--- src/rtl/cfpw_pkg.sv ---
// ----------------------------------------------------------------------------
// cfpw_pkg
// Shared types, codes and the tag decode of the class file constant pool
// walker.
// ----------------------------------------------------------------------------
package cfpw_pkg;

  localparam int OFFSET_BITS_DEF = 32;
  localparam int IN_DEPTH_DEF    = 4;
  localparam int OUT_DEPTH_DEF   = 4;

  localparam int VALUE_BITS  = 64;
  localparam int INDEX_BITS  = 16;
  localparam int TAG_BITS    = 8;
  localparam int LENGTH_BITS = 17;
  localparam int SIZE_BITS   = 4;

  localparam logic [TAG_BITS-1:0] TAG_UTF8          = 8'd1;
  localparam logic [TAG_BITS-1:0] TAG_INTEGER       = 8'd3;
  localparam logic [TAG_BITS-1:0] TAG_FLOAT         = 8'd4;
  localparam logic [TAG_BITS-1:0] TAG_LONG          = 8'd5;
  localparam logic [TAG_BITS-1:0] TAG_DOUBLE        = 8'd6;
  localparam logic [TAG_BITS-1:0] TAG_CLASS         = 8'd7;
  localparam logic [TAG_BITS-1:0] TAG_STRING        = 8'd8;
  localparam logic [TAG_BITS-1:0] TAG_FIELDREF      = 8'd9;
  localparam logic [TAG_BITS-1:0] TAG_METHODREF     = 8'd10;
  localparam logic [TAG_BITS-1:0] TAG_IMETHODREF    = 8'd11;
  localparam logic [TAG_BITS-1:0] TAG_NAME_AND_TYPE = 8'd12;
  localparam logic [TAG_BITS-1:0] TAG_METHOD_HANDLE = 8'd15;
  localparam logic [TAG_BITS-1:0] TAG_METHOD_TYPE   = 8'd16;
  localparam logic [TAG_BITS-1:0] TAG_INVOKE_DYN    = 8'd18;

  localparam logic [SIZE_BITS-1:0] SIZE_NONE  = 4'd0;
  localparam logic [SIZE_BITS-1:0] SIZE_TWO   = 4'd2;
  localparam logic [SIZE_BITS-1:0] SIZE_THREE = 4'd3;
  localparam logic [SIZE_BITS-1:0] SIZE_FOUR  = 4'd4;
  localparam logic [SIZE_BITS-1:0] SIZE_EIGHT = 4'd8;

  typedef enum logic [3:0] {
    KIND_MAGIC   = 4'd0,
    KIND_MINOR   = 4'd1,
    KIND_MAJOR   = 4'd2,
    KIND_PCOUNT  = 4'd3,
    KIND_ENTRY   = 4'd4,
    KIND_ACCESS  = 4'd5,
    KIND_THIS    = 4'd6,
    KIND_SUPER   = 4'd7,
    KIND_ICOUNT  = 4'd8,
    KIND_IFACE   = 4'd9,
    KIND_ERROR   = 4'd10
  } kind_t;

  typedef struct packed {
    logic [7:0]           data;
    logic                 start;
    logic [SIZE_BITS-1:0] tag_len;
  } in_item_t;

  typedef struct packed {
    kind_t                  kind;
    logic [VALUE_BITS-1:0]  value;
    logic [INDEX_BITS-1:0]  index;
    logic [TAG_BITS-1:0]    tag;
    logic [LENGTH_BITS-1:0] length;
    logic                   last;
  } result_t;

  // Payload size that follows a tag byte; zero marks an unknown tag.
  function automatic logic [SIZE_BITS-1:0] tag_size(input logic [TAG_BITS-1:0] t);
    logic [SIZE_BITS-1:0] sz;
    case (t)
      TAG_UTF8, TAG_CLASS, TAG_STRING, TAG_METHOD_TYPE: sz = SIZE_TWO;
      TAG_METHOD_HANDLE: sz = SIZE_THREE;
      TAG_INTEGER, TAG_FLOAT, TAG_FIELDREF, TAG_METHODREF, TAG_IMETHODREF,
      TAG_NAME_AND_TYPE, TAG_INVOKE_DYN: sz = SIZE_FOUR;
      TAG_LONG, TAG_DOUBLE: sz = SIZE_EIGHT;
      default: sz = SIZE_NONE;
    endcase
    return sz;
  endfunction

endpackage

--- src/rtl/cfpw_front.sv ---
// ----------------------------------------------------------------------------
// cfpw_front
// Byte intake: decodes the payload size of each byte as a possible tag and
// holds the classified bytes in a short queue for the walker.
// ----------------------------------------------------------------------------
module cfpw_front #(
  parameter int IN_DEPTH = cfpw_pkg::IN_DEPTH_DEF
) (
  input  logic               clk,
  input  logic               rst,
  input  logic               push,
  input  logic [7:0]         data_byte,
  input  logic               start_req,
  output logic               full,
  output logic               head_valid,
  output cfpw_pkg::in_item_t head,
  input  logic               head_take
);

  localparam int PTR_W = (IN_DEPTH > 1) ? $clog2(IN_DEPTH) : 1;
  localparam int CNT_W = $clog2(IN_DEPTH + 1);

  cfpw_pkg::in_item_t slots [IN_DEPTH];
  logic [PTR_W-1:0]   wr_ptr;
  logic [PTR_W-1:0]   rd_ptr;
  logic [CNT_W-1:0]   count;
  logic               do_push;
  logic               do_pop;

  assign full       = (count == CNT_W'(IN_DEPTH));
  assign head_valid = (count != '0);
  assign head       = slots[rd_ptr];
  assign do_push    = push && !full;
  assign do_pop     = head_take && head_valid;

  always_ff @(posedge clk) begin
    if (do_push) begin
      slots[wr_ptr].data    <= data_byte;
      slots[wr_ptr].start   <= start_req;
      slots[wr_ptr].tag_len <= cfpw_pkg::tag_size(data_byte);
    end
  end

  always_ff @(posedge clk) begin
    if (rst) begin
      wr_ptr <= '0;
      rd_ptr <= '0;
      count  <= '0;
    end else begin
      if (do_push) begin
        wr_ptr <= (wr_ptr == PTR_W'(IN_DEPTH - 1)) ? '0 : wr_ptr + 1'b1;
      end
      if (do_pop) begin
        rd_ptr <= (rd_ptr == PTR_W'(IN_DEPTH - 1)) ? '0 : rd_ptr + 1'b1;
      end
      if (do_push && !do_pop) begin
        count <= count + 1'b1;
      end else if (do_pop && !do_push) begin
        count <= count - 1'b1;
      end
    end
  end

endmodule

--- src/rtl/cfpw_out_fifo.sv ---
// ----------------------------------------------------------------------------
// cfpw_out_fifo
// Result queue between the walker and the consumer.
// ----------------------------------------------------------------------------
module cfpw_out_fifo #(
  parameter int OFFSET_BITS = cfpw_pkg::OFFSET_BITS_DEF,
  parameter int OUT_DEPTH   = cfpw_pkg::OUT_DEPTH_DEF
) (
  input  logic                   clk,
  input  logic                   rst,
  input  logic                   wr_en,
  input  cfpw_pkg::result_t      wr_res,
  input  logic [OFFSET_BITS-1:0] wr_offset,
  output logic                   room,
  output logic                   empty,
  input  logic                   pop,
  output cfpw_pkg::result_t      rd_res,
  output logic [OFFSET_BITS-1:0] rd_offset
);

  localparam int PTR_W = (OUT_DEPTH > 1) ? $clog2(OUT_DEPTH) : 1;
  localparam int CNT_W = $clog2(OUT_DEPTH + 1);

  cfpw_pkg::result_t      res_mem [OUT_DEPTH];
  logic [OFFSET_BITS-1:0] off_mem [OUT_DEPTH];
  logic [PTR_W-1:0]       wr_ptr;
  logic [PTR_W-1:0]       rd_ptr;
  logic [CNT_W-1:0]       count;
  logic                   do_push;
  logic                   do_pop;

  assign room      = (count != CNT_W'(OUT_DEPTH));
  assign empty     = (count == '0);
  assign rd_res    = res_mem[rd_ptr];
  assign rd_offset = off_mem[rd_ptr];
  assign do_push   = wr_en && room;
  assign do_pop    = pop && !empty;

  always_ff @(posedge clk) begin
    if (do_push) begin
      res_mem[wr_ptr] <= wr_res;
      off_mem[wr_ptr] <= wr_offset;
    end
  end

  always_ff @(posedge clk) begin
    if (rst) begin
      wr_ptr <= '0;
      rd_ptr <= '0;
      count  <= '0;
    end else begin
      if (do_push) begin
        wr_ptr <= (wr_ptr == PTR_W'(OUT_DEPTH - 1)) ? '0 : wr_ptr + 1'b1;
      end
      if (do_pop) begin
        rd_ptr <= (rd_ptr == PTR_W'(OUT_DEPTH - 1)) ? '0 : rd_ptr + 1'b1;
      end
      if (do_push && !do_pop) begin
        count <= count + 1'b1;
      end else if (do_pop && !do_push) begin
        count <= count - 1'b1;
      end
    end
  end

endmodule

--- src/rtl/cfpw_walker.sv ---
// ----------------------------------------------------------------------------
// cfpw_walker
// Walks the class header and constant pool one classified byte per cycle
// while the result queue has room, and produces at most one result per byte.
// ----------------------------------------------------------------------------
module cfpw_walker #(
  parameter int OFFSET_BITS = cfpw_pkg::OFFSET_BITS_DEF
) (
  input  logic                   clk,
  input  logic                   rst,
  input  logic                   in_valid,
  input  cfpw_pkg::in_item_t     in_item,
  output logic                   in_take,
  input  logic                   res_room,
  output logic                   res_valid,
  output cfpw_pkg::result_t      res,
  output logic [OFFSET_BITS-1:0] res_offset
);

  typedef enum logic [14:0] {
    PH_IDLE   = 15'h0001,
    PH_MAGIC  = 15'h0002,
    PH_MINOR  = 15'h0004,
    PH_MAJOR  = 15'h0008,
    PH_PCOUNT = 15'h0010,
    PH_TAG    = 15'h0020,
    PH_PAY    = 15'h0040,
    PH_UTF    = 15'h0080,
    PH_ACCESS = 15'h0100,
    PH_THIS   = 15'h0200,
    PH_SUPER  = 15'h0400,
    PH_ICOUNT = 15'h0800,
    PH_IFACE  = 15'h1000,
    PH_DONE   = 15'h2000,
    PH_ERR    = 15'h4000
  } phase_t;

  localparam int VB = cfpw_pkg::VALUE_BITS;
  localparam int IB = cfpw_pkg::INDEX_BITS;
  localparam int TB = cfpw_pkg::TAG_BITS;
  localparam int LB = cfpw_pkg::LENGTH_BITS;

  phase_t                 phase, phase_next, eff_phase;
  logic [LB-1:0]          bytes_left, bytes_left_next, eff_bytes_left;
  logic [IB-1:0]          pool_index, pool_index_next, eff_pool_index;
  logic [IB-1:0]          pool_count, pool_count_next, eff_pool_count;
  logic [TB-1:0]          current_tag, current_tag_next, eff_tag;
  logic [VB-1:0]          gather_value, gather_value_next, eff_gather;
  logic [OFFSET_BITS-1:0] file_offset, file_offset_next, eff_file_offset;
  logic [OFFSET_BITS-1:0] entry_start, entry_start_next, eff_entry_start;
  logic [IB-1:0]          ifaces_left, ifaces_left_next, eff_ifaces_left;

  logic                   active;
  logic [VB-1:0]          shifted;
  logic [LB-1:0]          bytes_dec;
  logic [LB-1:0]          utf_done;
  logic                   entry_fire;
  logic [LB-1:0]          entry_total;
  logic [IB:0]            next_index;
  logic                   wide_tag;

  assign in_take = in_valid && res_room;

  always_comb begin
    if (in_item.start) begin
      eff_phase       = PH_MAGIC;
      eff_bytes_left  = LB'(4);
      eff_pool_index  = IB'(1);
      eff_pool_count  = '0;
      eff_tag         = '0;
      eff_gather      = '0;
      eff_file_offset = '0;
      eff_entry_start = '0;
      eff_ifaces_left = '0;
    end else begin
      eff_phase       = phase;
      eff_bytes_left  = bytes_left;
      eff_pool_index  = pool_index;
      eff_pool_count  = pool_count;
      eff_tag         = current_tag;
      eff_gather      = gather_value;
      eff_file_offset = file_offset;
      eff_entry_start = entry_start;
      eff_ifaces_left = ifaces_left;
    end
  end

  assign active    = (eff_phase != PH_IDLE) && (eff_phase != PH_DONE) && (eff_phase != PH_ERR);
  assign shifted   = {eff_gather[VB-9:0], in_item.data};
  assign bytes_dec = eff_bytes_left - 1'b1;
  assign utf_done  = LB'(2) + {1'b0, eff_ifaces_left} - eff_bytes_left;
  assign wide_tag  = (eff_tag == cfpw_pkg::TAG_LONG) || (eff_tag == cfpw_pkg::TAG_DOUBLE);
  assign next_index = {1'b0, eff_pool_index} + (wide_tag ? (IB+1)'(2) : (IB+1)'(1));

  always_comb begin
    phase_next        = phase;
    bytes_left_next   = bytes_left;
    pool_index_next   = pool_index;
    pool_count_next   = pool_count;
    current_tag_next  = current_tag;
    gather_value_next = gather_value;
    file_offset_next  = file_offset;
    entry_start_next  = entry_start;
    ifaces_left_next  = ifaces_left;
    res_valid         = 1'b0;
    res               = '0;
    res_offset        = '0;
    entry_fire        = 1'b0;
    entry_total       = '0;

    if (in_take) begin
      phase_next        = eff_phase;
      bytes_left_next   = eff_bytes_left;
      pool_index_next   = eff_pool_index;
      pool_count_next   = eff_pool_count;
      current_tag_next  = eff_tag;
      gather_value_next = eff_gather;
      file_offset_next  = eff_file_offset;
      entry_start_next  = eff_entry_start;
      ifaces_left_next  = eff_ifaces_left;

      if (active) begin
        file_offset_next = eff_file_offset + 1'b1;
        case (eff_phase)
          PH_TAG: begin
            current_tag_next  = in_item.data;
            entry_start_next  = eff_file_offset + 1'b1;
            gather_value_next = '0;
            if (in_item.tag_len == cfpw_pkg::SIZE_NONE) begin
              phase_next = PH_ERR;
              res_valid  = 1'b1;
              res.kind   = cfpw_pkg::KIND_ERROR;
              res.index  = eff_pool_index;
              res.tag    = in_item.data;
              res.last   = 1'b1;
              res_offset = eff_file_offset + 1'b1;
            end else begin
              bytes_left_next = LB'(in_item.tag_len);
              phase_next      = PH_PAY;
            end
          end
          PH_PAY: begin
            gather_value_next = shifted;
            bytes_left_next   = bytes_dec;
            if (bytes_dec == '0) begin
              if (eff_tag == cfpw_pkg::TAG_UTF8) begin
                ifaces_left_next = shifted[IB-1:0];
                if (shifted[IB-1:0] != '0) begin
                  bytes_left_next = {1'b0, shifted[IB-1:0]};
                  phase_next      = PH_UTF;
                end else begin
                  entry_fire  = 1'b1;
                  entry_total = LB'(2);
                end
              end else begin
                entry_fire  = 1'b1;
                entry_total = LB'(cfpw_pkg::tag_size(eff_tag));
              end
            end
          end
          PH_UTF: begin
            if (utf_done < LB'(8)) begin
              gather_value_next = shifted;
            end
            bytes_left_next = bytes_dec;
            if (bytes_dec == '0) begin
              entry_fire  = 1'b1;
              entry_total = LB'(2) + {1'b0, eff_ifaces_left};
            end
          end
          default: begin
            gather_value_next = shifted;
            bytes_left_next   = (eff_bytes_left != '0) ? bytes_dec : '0;
            if (bytes_left_next == '0) begin
              res_valid         = 1'b1;
              res.value         = shifted;
              gather_value_next = '0;
              bytes_left_next   = LB'(2);
              case (eff_phase)
                PH_MAGIC: begin
                  res.kind   = cfpw_pkg::KIND_MAGIC;
                  phase_next = PH_MINOR;
                end
                PH_MINOR: begin
                  res.kind   = cfpw_pkg::KIND_MINOR;
                  phase_next = PH_MAJOR;
                end
                PH_MAJOR: begin
                  res.kind   = cfpw_pkg::KIND_MAJOR;
                  phase_next = PH_PCOUNT;
                end
                PH_PCOUNT: begin
                  res.kind        = cfpw_pkg::KIND_PCOUNT;
                  pool_count_next = shifted[IB-1:0];
                  pool_index_next = IB'(1);
                  if (shifted[IB-1:0] > IB'(1)) begin
                    phase_next      = PH_TAG;
                    bytes_left_next = '0;
                  end else begin
                    phase_next = PH_ACCESS;
                  end
                end
                PH_ACCESS: begin
                  res.kind   = cfpw_pkg::KIND_ACCESS;
                  phase_next = PH_THIS;
                end
                PH_THIS: begin
                  res.kind   = cfpw_pkg::KIND_THIS;
                  phase_next = PH_SUPER;
                end
                PH_SUPER: begin
                  res.kind   = cfpw_pkg::KIND_SUPER;
                  phase_next = PH_ICOUNT;
                end
                PH_ICOUNT: begin
                  res.kind         = cfpw_pkg::KIND_ICOUNT;
                  ifaces_left_next = shifted[IB-1:0];
                  if (shifted[IB-1:0] == '0) begin
                    res.last          = 1'b1;
                    phase_next        = PH_DONE;
                    gather_value_next = shifted;
                    bytes_left_next   = '0;
                  end else begin
                    phase_next = PH_IFACE;
                  end
                end
                default: begin
                  res.kind         = cfpw_pkg::KIND_IFACE;
                  ifaces_left_next = eff_ifaces_left - 1'b1;
                  if (eff_ifaces_left == IB'(1)) begin
                    res.last          = 1'b1;
                    phase_next        = PH_DONE;
                    gather_value_next = shifted;
                    bytes_left_next   = '0;
                  end else begin
                    phase_next = PH_IFACE;
                  end
                end
              endcase
            end
          end
        endcase

        if (entry_fire) begin
          res_valid        = 1'b1;
          res.kind         = cfpw_pkg::KIND_ENTRY;
          res.value        = gather_value_next;
          res.index        = eff_pool_index;
          res.tag          = eff_tag;
          res.length       = entry_total;
          res_offset       = eff_entry_start;
          ifaces_left_next = '0;
          pool_index_next  = next_index[IB-1:0];
          if (next_index >= {1'b0, eff_pool_count}) begin
            phase_next        = PH_ACCESS;
            bytes_left_next   = LB'(2);
            gather_value_next = '0;
          end else begin
            phase_next = PH_TAG;
          end
        end
      end
    end
  end

  always_ff @(posedge clk) begin
    if (rst) begin
      phase        <= PH_IDLE;
      bytes_left   <= '0;
      pool_index   <= IB'(1);
      pool_count   <= '0;
      current_tag  <= '0;
      gather_value <= '0;
      file_offset  <= '0;
      entry_start  <= '0;
      ifaces_left  <= '0;
    end else begin
      phase        <= phase_next;
      bytes_left   <= bytes_left_next;
      pool_index   <= pool_index_next;
      pool_count   <= pool_count_next;
      current_tag  <= current_tag_next;
      gather_value <= gather_value_next;
      file_offset  <= file_offset_next;
      entry_start  <= entry_start_next;
      ifaces_left  <= ifaces_left_next;
    end
  end

endmodule

--- src/rtl/class_file_constant_pool_walker_core.sv ---
// ----------------------------------------------------------------------------
// class_file_constant_pool_walker_core
// Parses the header and constant pool of a class file streamed one byte
// per transfer and returns one result per header word or pool entry.
// ----------------------------------------------------------------------------
//
//   Channel   Handshake     Payload
//   -------   -----------   ------------------------------------------------
//   input     push / full   data_byte, start_req
//   result    empty / pop   item_kind, field_value, entry_index, entry_tag,
//                           entry_offset, entry_length, last
//
// One byte per cycle is sustained while the result queue has room; a byte
// passes through the input queue to the walker, and its result is written into the result queue.
// The walker stalls only when the result queue is full, and the input queue
// then absorbs up to IN_DEPTH bytes before full rises.
// Reset is synchronous and empties both queues; the walker then ignores
// bytes until one arrives with start_req set.
// ----------------------------------------------------------------------------
module class_file_constant_pool_walker_core #(
  parameter int OFFSET_BITS = cfpw_pkg::OFFSET_BITS_DEF,
  parameter int IN_DEPTH    = cfpw_pkg::IN_DEPTH_DEF,
  parameter int OUT_DEPTH   = cfpw_pkg::OUT_DEPTH_DEF
) (
  input  logic                   clk,
  input  logic                   rst,
  input  logic                   push,
  output logic                   full,
  input  logic [7:0]             data_byte,
  input  logic                   start_req,
  output logic                   empty,
  input  logic                   pop,
  output logic [3:0]             item_kind,
  output logic [63:0]            field_value,
  output logic [15:0]            entry_index,
  output logic [7:0]             entry_tag,
  output logic [OFFSET_BITS-1:0] entry_offset,
  output logic [16:0]            entry_length,
  output logic                   last
);

  logic                   head_valid;
  cfpw_pkg::in_item_t     head;
  logic                   head_take;
  logic                   res_room;
  logic                   res_valid;
  cfpw_pkg::result_t      res;
  logic [OFFSET_BITS-1:0] res_offset;
  cfpw_pkg::result_t      out_res;

  cfpw_front #(
    .IN_DEPTH (IN_DEPTH)
  ) u_front (
    .clk        (clk),
    .rst        (rst),
    .push       (push),
    .data_byte  (data_byte),
    .start_req  (start_req),
    .full       (full),
    .head_valid (head_valid),
    .head       (head),
    .head_take  (head_take)
  );

  cfpw_walker #(
    .OFFSET_BITS (OFFSET_BITS)
  ) u_walker (
    .clk        (clk),
    .rst        (rst),
    .in_valid   (head_valid),
    .in_item    (head),
    .in_take    (head_take),
    .res_room   (res_room),
    .res_valid  (res_valid),
    .res        (res),
    .res_offset (res_offset)
  );

  cfpw_out_fifo #(
    .OFFSET_BITS (OFFSET_BITS),
    .OUT_DEPTH   (OUT_DEPTH)
  ) u_out_fifo (
    .clk       (clk),
    .rst       (rst),
    .wr_en     (res_valid),
    .wr_res    (res),
    .wr_offset (res_offset),
    .room      (res_room),
    .empty     (empty),
    .pop       (pop),
    .rd_res    (out_res),
    .rd_offset (entry_offset)
  );

  assign item_kind    = out_res.kind;
  assign field_value  = out_res.value;
  assign entry_index  = out_res.index;
  assign entry_tag    = out_res.tag;
  assign entry_length = out_res.length;
  assign last         = out_res.last;

endmodule

--- config.mk ---
export PLATFORM = sky130hd
export DESIGN_NAME = class_file_constant_pool_walker_core
export DESIGN_NICKNAME = d
export VERILOG_FILES = /design/src/rtl/cfpw_pkg.sv /design/src/rtl/cfpw_front.sv /design/src/rtl/cfpw_out_fifo.sv /design/src/rtl/cfpw_walker.sv /design/src/rtl/class_file_constant_pool_walker_core.sv
export SDC_FILE = /design/constraint.sdc
export NUM_CORES = 2
export LEC_CHECK = 0
export BUFFER_PORTS_ARGS = -buffer_cell sky130_fd_sc_hd__buf_4
export CORE_ASPECT_RATIO = 0.7
export CORE_UTILIZATION = 40
export DETAILED_ROUTE_END_ITERATION = 8
export PLACE_DENSITY = 0.67
export SLEW_MARGIN = 10
export SYNTH_ARGS = -nofsm -noshare
export SYNTH_HDL_FRONTEND = slang
export SYNTH_SLANG_ARGS = --single-unit
--- constraint.sdc ---
create_clock -name clk -period 10.15 [get_ports clk]
set_clock_uncertainty 0.1 [all_clocks]
set_input_delay 0.5075 -clock clk [delete_from_list [all_inputs] [get_ports clk]]
set_output_delay 0.5075 -clock clk [all_outputs]
set_load 0.02 [all_outputs]
==> implementation parameters <==
Parameter                              Value

Logic synthesis
  Library cell with the largest summed area after synthesis ... sky130_fd_sc_hd__edfxtp_1
  EDFF count, synth ... between 600 and 700
  Netlist area before placement ... between 30000 and 40000 um2
  Top cell type's share of synthesized area ... 48.07%
  Proportion of synthesized flip-flops having asynchronous set or reset ... 0%
  Warnings, synthesis ... 0
  Top cells by instance count after synthesis ... sky130_fd_sc_hd__edfxtp_1, sky130_fd_sc_hd__nand2_1, sky130_fd_sc_hd__dfxtp_1
  Nets in the synthesized netlist ... 3034
  Yosys reg bits ... 854
  Cell with the most instances after synthesis ... sky130_fd_sc_hd__edfxtp_1
  Number of distinct standard cells referenced by the synthesized netlist ... around 100
  Gate Count Post-Synth ... ~3000
  Avg Cell Area, Syn ... 13.11 um2
  Top post-synthesis cells by area ... sky130_fd_sc_hd__edfxtp_1, sky130_fd_sc_hd__dfxtp_1, sky130_fd_sc_hd__mux4_2
  Sequential cell area fraction in the yosys report ... between 60% and 70%
  Leading register cell type out of synthesis ... sky130_fd_sc_hd__edfxtp_1

CTS
  Total clock buffers created by CTS ... 83
  Count of cells resized by post-cts repair ... 0
  Clock root cell ... sky130_fd_sc_hd__clkbuf_16
  Buffers inserted by post-CTS timing repair ... 0
  Post-CTS Hold Fix Bufs ... 7
  Clock Tree Buf Depth ... 3
  Count of H-tree levels built during CTS ... 3
  Insertion delay of the later-clocked pin in the worst-skew pair ... 0.66 ns
  Clock sink count ... 854
  Clock edge transition at the registers on the reported setup and hold paths ... roughly 0.06 ns
  Clock tree from TritonCTS ... done

Routing
  Post-detailed-routing wire length ... 103300 um
  Overall via count from detail_route ... 26170
  1st-pass router iterations ... 7
  Drt wl/cell ... roughly 24 um
  Number of DRC violations after detailed routing ... 0
  Via density per instance ... approximately 6
  Initial detailed-routing violation count ... ~3300
  Count of antenna-violating nets left after detailed routing ... 0

Worst setup path
  Top cell by count, worst path ... sky130_fd_sc_hd__nand2_1
  Slowest cell on the critical path ... sky130_fd_sc_hd__nor4b_1
  Critical Path RT ... 10.44 ns
  Biggest cell delay along the critical path ... 0.99 ns
  Cells along the critical path ... mux2_2 -> mux2i_4 -> buf_4 -> nand2_1 -> inv_1 -> ha_1 -> and3_1 -> nand3_1 -> nor2_1 -> xnor2_1 -> nor2_1 -> ha_1 -> nand2_1 -> o21a_1 -> o21ai_0 -> a21boi_0 -> a21oi_1 -> nor4b_1 -> nand2_1 -> and3_2 -> buf_4 -> a22o_1
  Crit path arrival time ... 8.38 ns
  CP startpoint kind ... flop
  Worst setup endpoint ... u_out_fifo.res_mem[2][64]
  Type of destination of the critical path ... flop
  Worst Reg2Reg Path Length in Cells ... 22
  Reg-to-Reg End ... u_out_fifo.res_mem[2][64]
  Startpoint-to-endpoint class of the critical path ... reg -> reg
  Worst Path Max Fanout ... 47
  Worst reg-to-reg setup slack ... about 2.1 ns

STA
  Min Clock Period, post-route ... between 8 and 9 ns
  Max Fclk ... 0.1236 GHz
  Slew HR ... 18.11%
  Sum of negative setup slack ... 0 ns
  Least-Margin Pin Slew ... about 1.2 ns
  Post-route worst hold slack ... roughly 0.028 ns
  Post-route fraction of the period consumed by the critical path ... between 70% and 80%
  Hold violation count in the final report ... 0
  RSZ-0062 raised after global routing ... false
  Fin. max-slew vios ... 0
  Setup Viol. Count Final ... 0

Power
  IR Drop Worst-Case VDD ... 0.1949 mV
  Cell leakage power ... 13.75 nW
  Total power divided by cell area ... between 200 and 300 nW/um2

Floorplan
  Number of placement rows ... 95
  Total I/O pin count ... 157
  Die ar. ... 98100 um2
  Initial Utilization ... 40.38%
  Core region area ... 95920 um2
  Width of the chip ... 373.9 um
  DIE HEIGHT ... 262.3 um

Run status
  Status ... complete, no violations

Min path
  Worst min-delay path class ... in -> reg

Global routing
  Leftover overflow at the end of global routing ... 0
  GRT Util Overall ... between 20% and 30%
  Wire length of the first global-routing pass ... 155800 um
  Vias in the first global route ... around 25000
  Number of antenna violations at the first check in global routing ... 3
  Largest net degree at the start of global routing ... around 90

Placed design
  Gpl congestion ... 0.9798
  I/O Buffers ... about 160
  Placed wire-length estimate ... 67370 um

Final layout
  Final-stage net count ... between 3000 and 4000
  Layout cells sized above 1 ... 17.05%
  Layout overhead on the synthesized area ... 12.97%
  Final design utilization ... 45.61%

Run
  Maxcap violations ... 0
critical path: cells and delay by family (launching register included):
kind	cells	cell delay [ns]
compound gates	5	1.63
xor+xnor	1	0.16
fa+ha+maj	2	0.73
buf+inv	3	0.90
flops	1	0.79
mux	2	0.63
simple gates	9	2.79
final cells by class:
type	count	area [um2]
clock buffers	115	2261
fillers	8453	52170
multi-input cells	1850	14360
clock inverters	38	473.0
flip-flops and latches	854	23310
well taps	1261	1578
diodes	3	7.507
inverters	43	161.4
repair buffers	203	1604
report_power, final:
part           internal, mW  leakage, nW  total (mW)  switching [mW]
combinational          1.61         5.62        4.67            3.05
sequential             4.05         6.81        4.35           0.295
clock                  1.76         1.32        3.10            1.34
kinds of logic after synthesis:
family	after synthesis	synth area share, %
AO/OA/AOI/OAI	697	12.92
AND/OR/NAND/NOR	841	10.65
flip-flops	854	60.16
adder cells (fa/ha/maj)	66	2.190
XOR/XNOR	76	1.738
buffers and inverters	251	2.917
multiplexers	170	9.417
worst min path at each step:
stage / cells past startpoint / endpoint / slack (ns) / startpoint
after floorplan: 2 / u_walker.pool_count[10] / 0.32 / u_walker.pool_count[10]
after CTS: 1 / u_front.slots[1][9] / 0.01 / data_byte[4]
after global routing: 1 / u_front.slots[1][9] / 0.03 / data_byte[4]
after detailed placement: 2 / u_walker.pool_count[9] / 0.35 / u_walker.pool_count[9]
final: 1 / u_front.slots[1][9] / 0.03 / data_byte[4]
after global placement: 2 / u_walker.pool_count[9] / 0.34 / u_walker.pool_count[9]
sequential cells by signal, indices dropped and copies added (netlist names), 3 cells and up, named ones only:
name,flops
u_out_fifo.off_mem,128
u_walker.phase,15
u_walker.entry_start,32
u_front.count,3
u_walker.bytes_left,17
u_walker.pool_index,16
u_front.slots,52
u_out_fifo.res_mem,440
u_walker.pool_count,16
u_out_fifo.count,3
u_walker.current_tag,8
u_walker.ifaces_left,16
u_walker.gather_value,64
u_walker.file_offset,32
routing by layer:
| metal | up-vias | global-route usage, % | share of wire, % |
|---|---|---|---|
| met3 | 203 | 4.961 | 9.0 |
| met1 | 13100 | 30.25 | 45 |
| met2 | 1190 | 30.14 | 44 |
| met4 | 0 | 5.405 | 2.5 |
| li1 | 11680 | - | - |
| met5 | - | 0 | 0 |
per-stage QoR:
step	total power [mW]	cell area, um2	setup WS [ns]	cells
detailed placement	8.969	40940	2.413	4204
global route	12.60	43750	1.671	4366
floorplan	7.466	38730	1.375	2955
finish	12.12	43750	2.062	4367
CTS	12.07	43750	2.362	4364
global placement	8.967	40940	2.513	4204
layout by cell type (no fill, tap or decap), types with 36 or more instances in the layout:
| master | instances |
|---|---|
| sky130_fd_sc_hd__nor3_1 | 67 |
| sky130_fd_sc_hd__o21ai_0 | 118 |
| sky130_fd_sc_hd__a22oi_1 | 68 |
| sky130_fd_sc_hd__a21oi_1 | 129 |
| sky130_fd_sc_hd__dfxtp_1 | 232 |
| sky130_fd_sc_hd__nor2_1 | 230 |
| sky130_fd_sc_hd__inv_1 | 42 |
| sky130_fd_sc_hd__mux4_2 | 154 |
| sky130_fd_sc_hd__buf_4 | 191 |
| sky130_fd_sc_hd__xor2_1 | 41 |
| sky130_fd_sc_hd__a22o_1 | 156 |
| sky130_fd_sc_hd__nand2_1 | 242 |
| sky130_fd_sc_hd__edfxtp_1 | 620 |
| sky130_fd_sc_hd__nand3_1 | 63 |
| sky130_fd_sc_hd__clkbuf_16 | 85 |
| sky130_fd_sc_hd__ha_1 | 63 |
| sky130_fd_sc_hd__nand4_1 | 36 |
(Power assumes the default switching activity.)
